`src/rtl/bank_mapper_with_clock_registers_defines.svh`:
```
// Assertion macros shared by the bank mapper files.
// Each macro expects signals named clk and rst in the scope where it is used.
`ifndef BANK_MAPPER_WITH_CLOCK_REGISTERS_DEFINES_SVH
`define BANK_MAPPER_WITH_CLOCK_REGISTERS_DEFINES_SVH

// The condition holds in the same cycle as the trigger.
`define BMC_ASSERT_NOW(label, trig, cond, msg) \
  label: assert property (@(posedge clk) disable iff (rst) (trig) |-> (cond)) else $error(msg);

// The condition holds in the cycle after the trigger.
`define BMC_ASSERT_NEXT(label, trig, cond, msg) \
  label: assert property (@(posedge clk) disable iff (rst) (trig) |=> (cond)) else $error(msg);

`endif

```
`src/rtl/bmc_pkg.sv`:
```
package bmc_pkg;

  // Bus command carried in the input tuser.
  typedef enum logic [1:0] {
    CMD_WRITE = 2'd0,
    CMD_READ  = 2'd1,
    CMD_TICK  = 2'd2
  } cmd_t;

  // Direction of the nibble-serial clock protocol.
  typedef enum logic [1:0] {
    DIR_NONE  = 2'd0,
    DIR_READ  = 2'd1,
    DIR_WRITE = 2'd2
  } dir_t;

  // Configuration register indexes.
  localparam logic [1:0] CFG_MAX_ROM_BANK = 2'd0;
  localparam logic [1:0] CFG_MAX_RAM_BANK = 2'd1;
  localparam logic [1:0] CFG_RAM_PRESENT  = 2'd2;

  // Address regions, decoded from address bits 15..13.
  localparam logic [2:0] RG_MODE   = 3'd0;
  localparam logic [2:0] RG_ROM    = 3'd1;
  localparam logic [2:0] RG_RAMB   = 3'd2;
  localparam logic [2:0] RG_UNUSED = 3'd3;
  localparam logic [2:0] RG_EXT    = 3'd5;

  // Mode byte values.
  localparam logic [7:0] RAM_EN_MASK = 8'h0A;
  localparam logic [7:0] MODE_CLOCK  = 8'h0B;
  localparam logic [7:0] MODE_ONE    = 8'h0D;
  localparam logic [7:0] MODE_REG_LO = 8'h0B;
  localparam logic [7:0] MODE_REG_HI = 8'h0E;

  // Clock commands in the high nibble of a clock-mode write.
  localparam logic [3:0] CC_READ_NIB  = 4'h1;
  localparam logic [3:0] CC_WRITE_NIB = 4'h3;
  localparam logic [3:0] CC_CONTROL   = 4'h4;
  localparam logic [3:0] CC_SET_READ  = 4'h6;

  // Sub-commands of the control command.
  localparam logic [3:0] CTL_CLR_SHIFT = 4'h0;
  localparam logic [3:0] CTL_WRITE     = 4'h3;
  localparam logic [3:0] CTL_READ      = 4'h7;

  // Time word limits.
  localparam logic [5:0]  SEC_MAX      = 6'd59;
  localparam logic [5:0]  SEC_PER_MIN  = 6'd60;
  localparam logic [11:0] MIN_MAX      = 12'd1439;
  localparam logic [11:0] MIN_PER_DAY  = 12'd1440;
  localparam logic [11:0] DAY_MAX      = 12'd356;
  localparam logic [4:0]  SHIFT_STEP   = 5'd4;
  localparam logic [4:0]  SHIFT_LAST   = 5'd24;

  // Request from the bank logic to the clock unit.
  typedef struct packed {
    logic       tick;
    logic       cmd_en;
    logic [7:0] data;
  } clk_req_t;

endpackage

```
`src/rtl/bmc_clock.sv`:
```
`include "bank_mapper_with_clock_registers_defines.svh"

module bmc_clock import bmc_pkg::*; (
  input  logic       clk,
  input  logic       rst,
  input  clk_req_t   req,
  output logic [3:0] reply_nibble
);

  logic [27:0] time_word, time_word_next;
  logic [5:0]  seconds, seconds_next;
  dir_t        direction, direction_next;
  logic [4:0]  nibble_shift, nibble_shift_next;
  logic [3:0]  reply_nibble_next;

  logic [5:0]  sec_inc;
  logic [27:0] t1, t2, base, ins;
  logic [31:0] tw_ext;

  always_comb begin
    time_word_next    = time_word;
    seconds_next      = seconds;
    direction_next    = direction;
    nibble_shift_next = nibble_shift;
    reply_nibble_next = reply_nibble;

    // Tick path: seconds, then minutes, then days and year.
    sec_inc = seconds + 6'd1;
    t1 = time_word;
    if (sec_inc > SEC_MAX) begin
      t1 = time_word + 28'd1;
    end
    t2 = t1;
    if (t1[11:0] > MIN_MAX) begin
      t2 = {t1[27:12] + 16'd1, t1[11:0] - MIN_PER_DAY};
    end

    tw_ext = {4'b0000, time_word};
    base = (nibble_shift == 5'd0) ? 28'd0 : time_word;
    ins  = {24'd0, req.data[3:0]} << nibble_shift;

    if (req.tick) begin
      seconds_next = (sec_inc > SEC_MAX) ? (sec_inc - SEC_PER_MIN) : sec_inc;
      if (t2[23:12] > DAY_MAX) begin
        time_word_next = {t2[27:24] + 4'd1, 12'd0, t2[11:0]};
      end else begin
        time_word_next = t2;
      end
    end else if (req.cmd_en) begin
      case (req.data[7:4])
        CC_READ_NIB: begin
          if (direction == DIR_READ) begin
            reply_nibble_next = tw_ext[{nibble_shift[4:2], 2'b00} +: 4];
            nibble_shift_next = (nibble_shift + SHIFT_STEP > SHIFT_LAST) ? 5'd0
                                : nibble_shift + SHIFT_STEP;
          end
        end
        CC_WRITE_NIB: begin
          if (direction == DIR_WRITE) begin
            if (nibble_shift < SHIFT_LAST) begin
              time_word_next    = base | ins;
              nibble_shift_next = nibble_shift + SHIFT_STEP;
              if (nibble_shift + SHIFT_STEP == SHIFT_LAST) begin
                direction_next = DIR_READ;
              end
            end else begin
              time_word_next = base;
            end
          end
        end
        CC_CONTROL: begin
          case (req.data[3:0])
            CTL_CLR_SHIFT: nibble_shift_next = 5'd0;
            CTL_WRITE: begin
              direction_next    = DIR_WRITE;
              nibble_shift_next = 5'd0;
            end
            CTL_READ: begin
              direction_next    = DIR_READ;
              nibble_shift_next = 5'd0;
            end
            default: ;
          endcase
        end
        CC_SET_READ: direction_next = DIR_READ;
        default: ;
      endcase
    end
  end

  always_ff @(posedge clk) begin
    if (rst) begin
      time_word    <= 28'd0;
      seconds      <= 6'd0;
      direction    <= DIR_NONE;
      nibble_shift <= 5'd0;
      reply_nibble <= 4'd1;
    end else begin
      time_word    <= time_word_next;
      seconds      <= seconds_next;
      direction    <= direction_next;
      nibble_shift <= nibble_shift_next;
      reply_nibble <= reply_nibble_next;
    end
  end

  `BMC_ASSERT_NOW(a_shift_range, 1'b1, (nibble_shift <= SHIFT_LAST) && (nibble_shift[1:0] == 2'b00), "nibble shift left the 0..24 nibble grid")
  `BMC_ASSERT_NOW(a_seconds_range, 1'b1, seconds <= SEC_MAX, "seconds counter above 59")
  `BMC_ASSERT_NEXT(a_minute_roll, req.tick && (seconds == SEC_MAX), seconds == 6'd0, "seconds did not roll over at a minute")

endmodule

```
`src/rtl/bank_mapper_with_clock_registers.sv`:
```
// Cartridge bank controller with a battery-backed clock. Each input word is a bus
// write, a bus read or a one-second tick (tuser selects which); each one gives exactly
// one output word holding the byte the controller drives on reads it answers itself,
// the flags saying whether the read or the write goes to the banked memory, and the
// ROM and RAM banks in force after the access. Words pass through an input register
// and a result register with the whole state update between them, so one word is
// accepted every cycle unless the output stalls; the rate is bounded only by the
// combinational state update path (bank clamp compares and the time-word adders).
// A full result register does not stop the input register from taking one more
// word. Configuration writes set the bank limits and whether RAM is fitted and
// should only be issued while no word is in flight.
`include "bank_mapper_with_clock_registers_defines.svh"

module bank_mapper_with_clock_registers import bmc_pkg::*; (
  input  logic        clk,
  input  logic        rst,

  input  logic        s_tvalid,
  output logic        s_tready,
  input  logic [23:0] s_tdata,   // address[15:0], data[23:16]
  input  logic [1:0]  s_tuser,   // cmd[1:0]

  output logic        m_tvalid,
  input  logic        m_tready,
  output logic [23:0] m_tdata,   // read_data[7:0], rom_bank_now[15:8],
                                 // ram_bank_now[19:16], zero[23:20]
  output logic [1:0]  m_tuser,   // read_from_memory[0], write_to_memory[1]

  input  logic        cfg_we,
  input  logic [1:0]  cfg_index,
  input  logic [7:0]  cfg_wdata
);

  // Configuration registers.
  logic [7:0] max_rom_bank;
  logic [3:0] max_ram_bank;
  logic       ram_present;

  // Input register.
  logic        s1_valid;
  logic [1:0]  s1_cmd;
  logic [15:0] s1_addr;
  logic [7:0]  s1_data;

  // Bank state.
  logic [7:0] mode_byte, mode_byte_next;
  logic       ram_enabled, ram_enabled_next;
  logic [7:0] rom_sel, rom_sel_next;
  logic [3:0] ram_sel, ram_sel_next;

  // Result of the word in the input register.
  logic [7:0] rd;
  logic       from_mem, to_mem;
  logic [7:0] rom_pick;
  logic [3:0] ram_pick;
  logic [2:0] region;
  logic       reg_mode;

  logic       out_free, adv;
  clk_req_t   creq;
  logic [3:0] reply_nibble;

  // The result register can take a word when empty or when its word leaves now.
  assign out_free = !m_tvalid || m_tready;
  assign adv      = s1_valid && out_free;
  assign s_tready = !s1_valid || out_free;

  always_ff @(posedge clk) begin
    if (rst) begin
      max_rom_bank <= 8'd127;
      max_ram_bank <= 4'd3;
      ram_present  <= 1'b1;
    end else if (cfg_we) begin
      case (cfg_index)
        CFG_MAX_ROM_BANK: max_rom_bank <= cfg_wdata;
        CFG_MAX_RAM_BANK: max_ram_bank <= cfg_wdata[3:0];
        CFG_RAM_PRESENT:  ram_present  <= cfg_wdata[0];
        default: ;
      endcase
    end
  end

  always_ff @(posedge clk) begin
    if (rst) begin
      s1_valid <= 1'b0;
    end else if (s_tready) begin
      s1_valid <= s_tvalid;
    end
  end

  always_ff @(posedge clk) begin
    if (s_tvalid && s_tready) begin
      s1_cmd  <= s_tuser;
      s1_addr <= s_tdata[15:0];
      s1_data <= s_tdata[23:16];
    end
  end

  assign region   = s1_addr[15:13];
  assign reg_mode = mode_byte inside {[MODE_REG_LO:MODE_REG_HI]};

  always_comb begin
    mode_byte_next   = mode_byte;
    ram_enabled_next = ram_enabled;
    rom_sel_next     = rom_sel;
    ram_sel_next     = ram_sel;
    rd       = 8'd0;
    from_mem = 1'b0;
    to_mem   = 1'b0;

    // A ROM bank of zero reads as bank one, then both banks clamp to the fitted size.
    rom_pick = (s1_data == 8'd0) ? 8'd1 : s1_data;
    if (rom_pick > max_rom_bank) begin
      rom_pick = max_rom_bank;
    end
    ram_pick = (s1_data[3:0] > max_ram_bank) ? max_ram_bank : s1_data[3:0];

    case (s1_cmd)
      CMD_WRITE: begin
        case (region)
          RG_MODE: begin
            ram_enabled_next = ((s1_data & RAM_EN_MASK) == RAM_EN_MASK);
            mode_byte_next   = s1_data;
          end
          RG_ROM:    rom_sel_next = rom_pick;
          RG_RAMB:   ram_sel_next = ram_pick;
          RG_UNUSED: to_mem = 1'b0;
          RG_EXT: begin
            // In register mode the byte still lands in memory; otherwise RAM must be
            // both enabled and fitted.
            to_mem = reg_mode ? 1'b1 : (ram_enabled && ram_present);
          end
          default: to_mem = 1'b1;
        endcase
      end
      CMD_READ: begin
        from_mem = 1'b1;
        if (region == RG_EXT) begin
          if (reg_mode && (mode_byte != MODE_REG_HI)) begin
            from_mem = 1'b0;
            rd = (mode_byte == MODE_ONE) ? 8'd1 : {4'b0000, reply_nibble};
          end else if (!ram_present) begin
            from_mem = 1'b0;
            rd = 8'hFF;
          end
        end
      end
      default: ;
    endcase

    creq.tick   = adv && (s1_cmd == CMD_TICK);
    creq.cmd_en = adv && (s1_cmd == CMD_WRITE) && (region == RG_EXT) &&
                  (mode_byte == MODE_CLOCK);
    creq.data   = s1_data;
  end

  bmc_clock u_clock (
    .clk          (clk),
    .rst          (rst),
    .req          (creq),
    .reply_nibble (reply_nibble)
  );

  always_ff @(posedge clk) begin
    if (rst) begin
      mode_byte   <= 8'd0;
      ram_enabled <= 1'b0;
      rom_sel     <= 8'd1;
      ram_sel     <= 4'd0;
    end else if (adv) begin
      mode_byte   <= mode_byte_next;
      ram_enabled <= ram_enabled_next;
      rom_sel     <= rom_sel_next;
      ram_sel     <= ram_sel_next;
    end
  end

  always_ff @(posedge clk) begin
    if (rst) begin
      m_tvalid <= 1'b0;
    end else if (out_free) begin
      m_tvalid <= s1_valid;
    end
  end

  always_ff @(posedge clk) begin
    if (adv) begin
      m_tdata <= {4'b0000, ram_sel_next, rom_sel_next, rd};
      m_tuser <= {to_mem, from_mem};
    end
  end

  `BMC_ASSERT_NOW(a_flags_exclusive, m_tvalid, !(m_tuser[0] && m_tuser[1]), "read and write memory flags both set")
  `BMC_ASSERT_NEXT(a_result_loaded, adv, m_tvalid, "advanced word did not reach the result register")
  `BMC_ASSERT_NEXT(a_ram_bank_clamp, adv && !cfg_we && (s1_cmd == CMD_WRITE) && (region == RG_RAMB), ram_sel <= max_ram_bank, "RAM bank write was not clamped")

endmodule

```
`config.mk`:
```
export PLATFORM = sky130hd
export DESIGN_NAME = bank_mapper_with_clock_registers
export DESIGN_NICKNAME = d
export VERILOG_FILES = /design/src/rtl/bmc_pkg.sv /design/src/rtl/bmc_clock.sv /design/src/rtl/bank_mapper_with_clock_registers.sv
export VERILOG_INCLUDE_DIRS = /design/src /design/src/rtl
export SDC_FILE = /design/constraint.sdc
export NUM_CORES = 1
export LEC_CHECK = 0
export BUFFER_PORTS_ARGS = -buffer_cell sky130_fd_sc_hd__buf_2
export CAP_MARGIN = 20
export CORE_ASPECT_RATIO = 0.6
export CORE_MARGIN = 2
export CORE_UTILIZATION = 50
export CTS_BUF_LIST = sky130_fd_sc_hd__clkbuf_16
export DETAILED_ROUTE_END_ITERATION = 10
export PLACE_DENSITY = 0.74
export SLEW_MARGIN = 20
export SYNTH_ARGS = -nofsm -noshare
export SYNTH_HDL_FRONTEND = slang
export SYNTH_HIERARCHICAL = 1
export SYNTH_SLANG_ARGS = --single-unit
```
`constraint.sdc`:
```
create_clock -name clk -period 4.9 [get_ports clk]
set_clock_uncertainty 0.1 [all_clocks]
set_input_delay 0.735 -clock clk [delete_from_list [all_inputs] [get_ports clk]]
set_output_delay 0.735 -clock clk [all_outputs]
set_load 0.02 [all_outputs]
```
* After elaboration in Yosys (flattened, before gate mapping)
Cells that the tools add are included.
** Word-level totals
- Register bits after elaboration :: 129
- Bits of input ports :: 41
- Logic and storage cells :: 139
- Output and inout bits :: 28
** Operators by class
- Magnitude comparators :: 9
- Muxes and demuxes :: 36
- Shifts and indexed selects :: 2
- Eq/ne operators :: 27
- Bitwise operators :: 2
- Reductions and logical operators :: 35
- Add/sub/neg operators :: 7
** Operator list (number)
- $mux W28 :: 9
- $mux W8 :: 6
- $shiftx A32 B6 Y4 :: 1
- $add A28 B1 Y28 const B :: 1
- $or A28 B28 Y28 :: 1
- $shl A4 B5 Y28 :: 1
- $mux W5 :: 5
- $add A16 B1 Y16 const B :: 1
- $eq A8 B4 Y1 const B :: 2
- $mux W4 :: 4
- $pmux W5 S3 :: 1
- $reduce_and A7 Y1 :: 2
- $eq A4 B3 Y1 const B :: 3
- $gt A12 B11 Y1 const B :: 1
- $gt A12 B9 Y1 const B :: 1
- $sub A12 B11 Y12 const B :: 1
- $logic_and A1 B1 Y1 :: 9
- $eq A2 B2 Y1 const B :: 4
- $eq A4 B2 Y1 const B :: 2
- $ge A8 B4 Y1 const B :: 1
- $gt A8 B8 Y1 :: 1
- $le A8 B4 Y1 const B :: 1
- $logic_not A8 Y1 :: 1
- $ne A2 B1 Y1 const B :: 4
- other kinds (37) :: 55

* Logic depth before layout (Yosys ltp)
- Word-level depth :: 8
- Gate-level depth with buffers :: 22
- Gate-level depth less buffers :: 21

* Cells and area by module
Netlist, hierarchy kept.
** Modules (own cells, without submodules)
- bmc_clock :: cells an instance 572, seq. area each 860.8 um2, instances 1, area an instance 4196.5 um2
- bank_mapper_with_clock_registers :: cells an instance 323, seq. area each 1681.6 um2, instances 1, area an instance 3342.0 um2

* Least setup slack after synthesis
No wires, ideal clock.
- Kind :: register -> register
- Start point :: reg u_clock.seconds[0]
- End point :: reg u_clock.time_word[20]
- Period minus slack after synthesis :: 4558 ps
- Stages on the path, launching flop included :: 23
- Path slack :: 342 ps
- Setup time :: 134 ps
- Buffers on the path :: 2
- Arrival time :: 4323 ps
- Data required time :: 4666 ps
- Cell sequence :: dfxtp_1 ha_1 buf_6 xor2_1 inv_1 ha_1 a21boi_2 nand2_1 a211oi_2 nand3_1 xnor2_1 ha_1 and3_1 and3_1 or2_2 xor2_1 a311oi_1 a221oi_2 o21a_4 and2_1 buf_6 a21oi_1 a211oi_2
** On the way
- Word-level cells in the longest chain between the ends :: 8
- Elaborated cells between the ends (all ways) :: 9
- Those cells by class :: add/sub: 2; order compare: 3; mux: 4
** RTL lines
- from (decl) :: line bmc_clock.sv:11 : logic [5:0] seconds, seconds_next;
- from (signal assigned) :: line bmc_clock.sv:100 : seconds <= seconds_next;
- $add A6 B1 Y6 * :: line bmc_clock.sv:28 : sec_inc = seconds + 6'd1;
- $gt A6 B6 Y1 * :: line bmc_clock.sv:30 : if (sec_inc > SEC_MAX) begin
- $mux W28 * :: line bmc_clock.sv:30
- $add A16 B1 Y16 or $gt A12 B11 Y1 (tied branches) :: line bmc_clock.sv:35, bmc_clock.sv:34
- $mux W28 * :: line bmc_clock.sv:34 : if (t1[11:0] > MIN_MAX) begin
- $gt A12 B9 Y1 :: line bmc_clock.sv:44 : if (t2[23:12] > DAY_MAX) begin
- $mux W28 * :: line bmc_clock.sv:44
- $mux W28 * :: line bmc_clock.sv:42 : if (req.tick) begin
- to (signal assigned) :: line bmc_clock.sv:99 : time_word <= time_word_next;
- to (decl) :: line bmc_clock.sv:10 : logic [27:0] time_word, time_word_next;
Mark *: on every way between the ends. The rest lies on a longest branch, timed or not.
A chain may end at the register's enable or synchronous reset.

* Worst setup path after layout
- Start point :: reg u_clock.seconds[1]
- End point :: reg u_clock.time_word[20]
Same word-level chain as after synthesis.

==> results by group <==
Layout
  • Nets: 977
  • Fillers: 1,312
  • Layout cells sized above 1: 14.9%
  • # diodes: 0
  • Most common cell after layout, fill and taps aside: nor2_1
  • Most frequent cells in the layout: nor2_1, nand2_1, dfxtp_1, a21oi_1, buf_2
  • Post-route cell area: 8180 um^2
  • Register area: 2540 um^2
  • Area growth syn-to-layout: 8.45%
  • Area of the multi-input gates: 4580 um^2

Placement
  • GPL Wtd Cong: 0.920
  • Dpl hpwl: 14,300 um
  • Pre-CTS setup slack: 0.169 ns
  • Area post-placement: 7860 um^2
  • IO Port Bufs: 51

STA
  • Setup TNS Final: 0 ns
  • Slew Limit Fails: 0
  • Final Hold Vio Count: 0
  • Final Worst Setup Slack: 0.357 ns
  • Max-slew headroom: 39.0%
  • Period utilization: 92.7%
  • Final setup fails: 0
  • Hold_ws: 0.362 ns
  • Minimum clock period: 4.54 ns
  • RSZ-0062 raised after global routing: false
  • Worst Tran Pin Value: 0.902 ns
  • Fmax: 220 MHz

Clocking
  • CTS Sinks: 111
  • Clock Latency Late Sink: 0.36 ns
  • CTS tree: yes
  • Max Buffers Root-to-Sink: 2
  • CTS buffer count: 9
  • Htree depth: 3
  • Clock-pin slew on the worst setup and hold paths: 0.07 ns
  • Root Buffer: clkbuf_16

Synthesis
  • Top FF cell, synth: dfxtp_1
  • Synth Area per Inst: 8.42 um^2
  • Synth Area in Adders: 3.82%
  • Mux cell area share after synthesis: 4.95%
  • Simple-Gate Fraction of Synth Area: 24.3%
  • Synth Area in XOR/XNOR: 6.97%
  • Compound-cell area share of the yosys netlist: 20.1%
  • Largest family of logic cells by synthesized area: simple AND/OR/NAND/NOR gates
  • FFs w/ async S/R, synth: 0%
  • Post-synth EDFFs: 32
  • Syn Inst Count: 895
  • Ys Warns: 6
  • Yosys reg bits: 111
  • Register area share after synthesis: 33.7%
  • Synth cell types: 86
  • Synthesized cell area: 7540 um^2

Power
  • Clock network power share: 37.0%
  • Sequential Power Share: 53.2%
  • Worst vdd ir: 168 uV
  • Internal Power: 1.38 mW
  • Tot Pwr: 1.87 mW
  • Net switching power: 0.497 mW
  • Leakage: 2.94 nW
  • Power Dens Cells: 229 nW/um^2
  • Comb pwr share: 9.8%
  • Switching share of power: 26.5%

Worst setup path
  • Worst endpoint required time: 5.02 ns
  • CP Max Fanout: 8
  • Crit-path cells: ha_1 -> xor2_1 -> inv_1 -> ha_1 -> a21boi_2 -> nand2_1 -> a211oi_2 -> nand3_1 -> xnor2_1 -> ha_1 -> and3_1 -> and3_1 -> or2_2 -> xor2_1 -> a311oi_2 -> a221oi_2 -> o21a_4 -> and2_2 -> a21oi_1 -> a211oi_2
  • CP startpoint kind: register
  • Cell mode on critical path: ha_1
  • Critical Path Max Stage Delay: 0.45 ns
  • Worst setup EP type: register
  • CP Data Arrival Time: 4.66 ns
  • Crit Path Class: register to register
  • Critical-path top delay cell: dfxtp_1

Global routing
  • Largest net degree at the start of global routing: 43
  • Initial antenna violation count: 0
  • Grt ovf: 0
  • Vias in the first global route: 6,062
  • First-pass GRT wire length: 32,500 um
  • GRT Util Overall: 25.4%

Hold path
  • Worst hold path type: register to register

Floorplanning
  • Core area: 14,600 um^2
  • Die height: 99.1 um
  • DIE WIDTH: 163 um
  • Num ports: 69
  • Site Rows: 34
  • Initial Utilization: 51.7%
  • Die Area: 16,100 um^2

Route
  • Final WL: 20,000 um
  • Initial DRC Count: 818
  • Pre-antenna DRT Iters: 6
  • Wirelength per Cell: 17.9 um
  • # DRC: 0
  • Drt via density: 6.09
  • Post-DRT Antenna Nets: 0
  • Via count: 6,798

Flow run
  • Max_cap viols: 0

Run status
  • Outcome: finished clean
-- power by group through the flow --
stage	Clock [mW]	Combinational, mW	Sequential [mW]
after floorplan	0	0.125	1.02
after global placement	0	0.176	1.02
after CTS	0.698	0.180	0.996
after detailed placement	0	0.179	1.02
after global routing	0.738	0.202	1.00
final	0.694	0.184	0.997
-- routing by layer --
layer	part of all wire (%)	GRT usage (%)	vias to the layer above	routed length, um
met3	11	6.59	30	2140
met1	51	41.2	3145	10100
met5	0	0	-	0
li1	-	-	3266	-
met4	1.1	4.97	0	225
met2	37	33.0	357	7490
-- stage by stage --
| step | std cells | util [%] |
|---|---|---|
| 2_1_floorplan | 898 | - |
| 3_3_place_gp | 1099 | 53.9 |
| 3_5_place_dp | 1099 | 53.9 |
| 4_1_cts | 1115 | 55.7 |
| 5_1_grt | 1116 | 56.0 |
| 6_report | 1116 | 56.0 |
-- flip-flops by register name, summed over array words and instances, names as in the netlist, 4 cells and up --
register,flops
s1_data,8
u_clock/time_word,28
max_rom_bank,8
ram_sel,4
mode_byte,8
u_clock/seconds,6
m_tdata,17
rom_sel,8
max_ram_bank,4
u_clock/reply_nibble,4
-- synthesized netlist by cell type (17+ instances only) --
cell,instances,share of area [%]
o21ai_0,29,1.9
nand2_1,80,4.0
nand4_1,23,1.9
nand3_1,34,2.3
a21oi_1,54,3.6
xor2_1,27,3.1
clkbuf_1,40,2.0
edfxtp_1,32,13
dfxtp_1,79,21
ha_1,23,3.8
a31oi_1,17,1.4
nor2_1,103,5.1
inv_1,32,1.6
mux2i_1,26,3.5
xnor2_1,33,3.8
-- worst paths after layout --
path	startpoint	to	slack, ns	cells past startpoint
worst max register to register	u_clock/seconds[1]	u_clock/time_word[20]	0.36	20
worst min register to register	ram_enabled	ram_enabled	0.36	2
worst max-delay path	u_clock/seconds[1]	u_clock/time_word[20]	0.36	20
worst min-delay path	ram_enabled	ram_enabled	0.36	2
-- kinds of logic (layout without fill, tap and decap cells) --
kind of cell / Yosys count / after routing
buffers and inverters: 100 / 120
AOI/OAI and AO/OA: 212 / 212
xor gates and xnor gates: 60 / 60
DFF: 111 / 111
and+or+nand+nor: 356 / 356
adders and majority gates: 23 / 23
muxes: 32 / 32
other: 1 / 4
-- area by class of cell --
cell class | count | area share [%]
sequential | 111 | 31.1
multi-input combinational | 687 | 56.0
tap | 198 | 3.03
clock buffer | 9 | 2.75
inverter | 32 | 1.47
clock inverter | 7 | 0.612
timing repair buffer | 72 | 5.05
-- repair_timing --
| action | 4_1_cts | 5_1_grt |
|---|---|---|
| hold buffers | 0 | 0 |
| endpoints found under the setup margin | 0 | 12 |
| gates resized for setup | 0 | 5 |
| setup buffers | 0 | 1 |
-- critical path: cells and delay by family (launching register included) --
kind,cells,cell delay (ns)
simple gates,6,1.19
flops,1,0.45
buf+inv,1,0.07
fa+ha+maj,3,0.65
compound gates,7,1.39
xor+xnor,3,0.56
(Power assumes the default switching activity.)
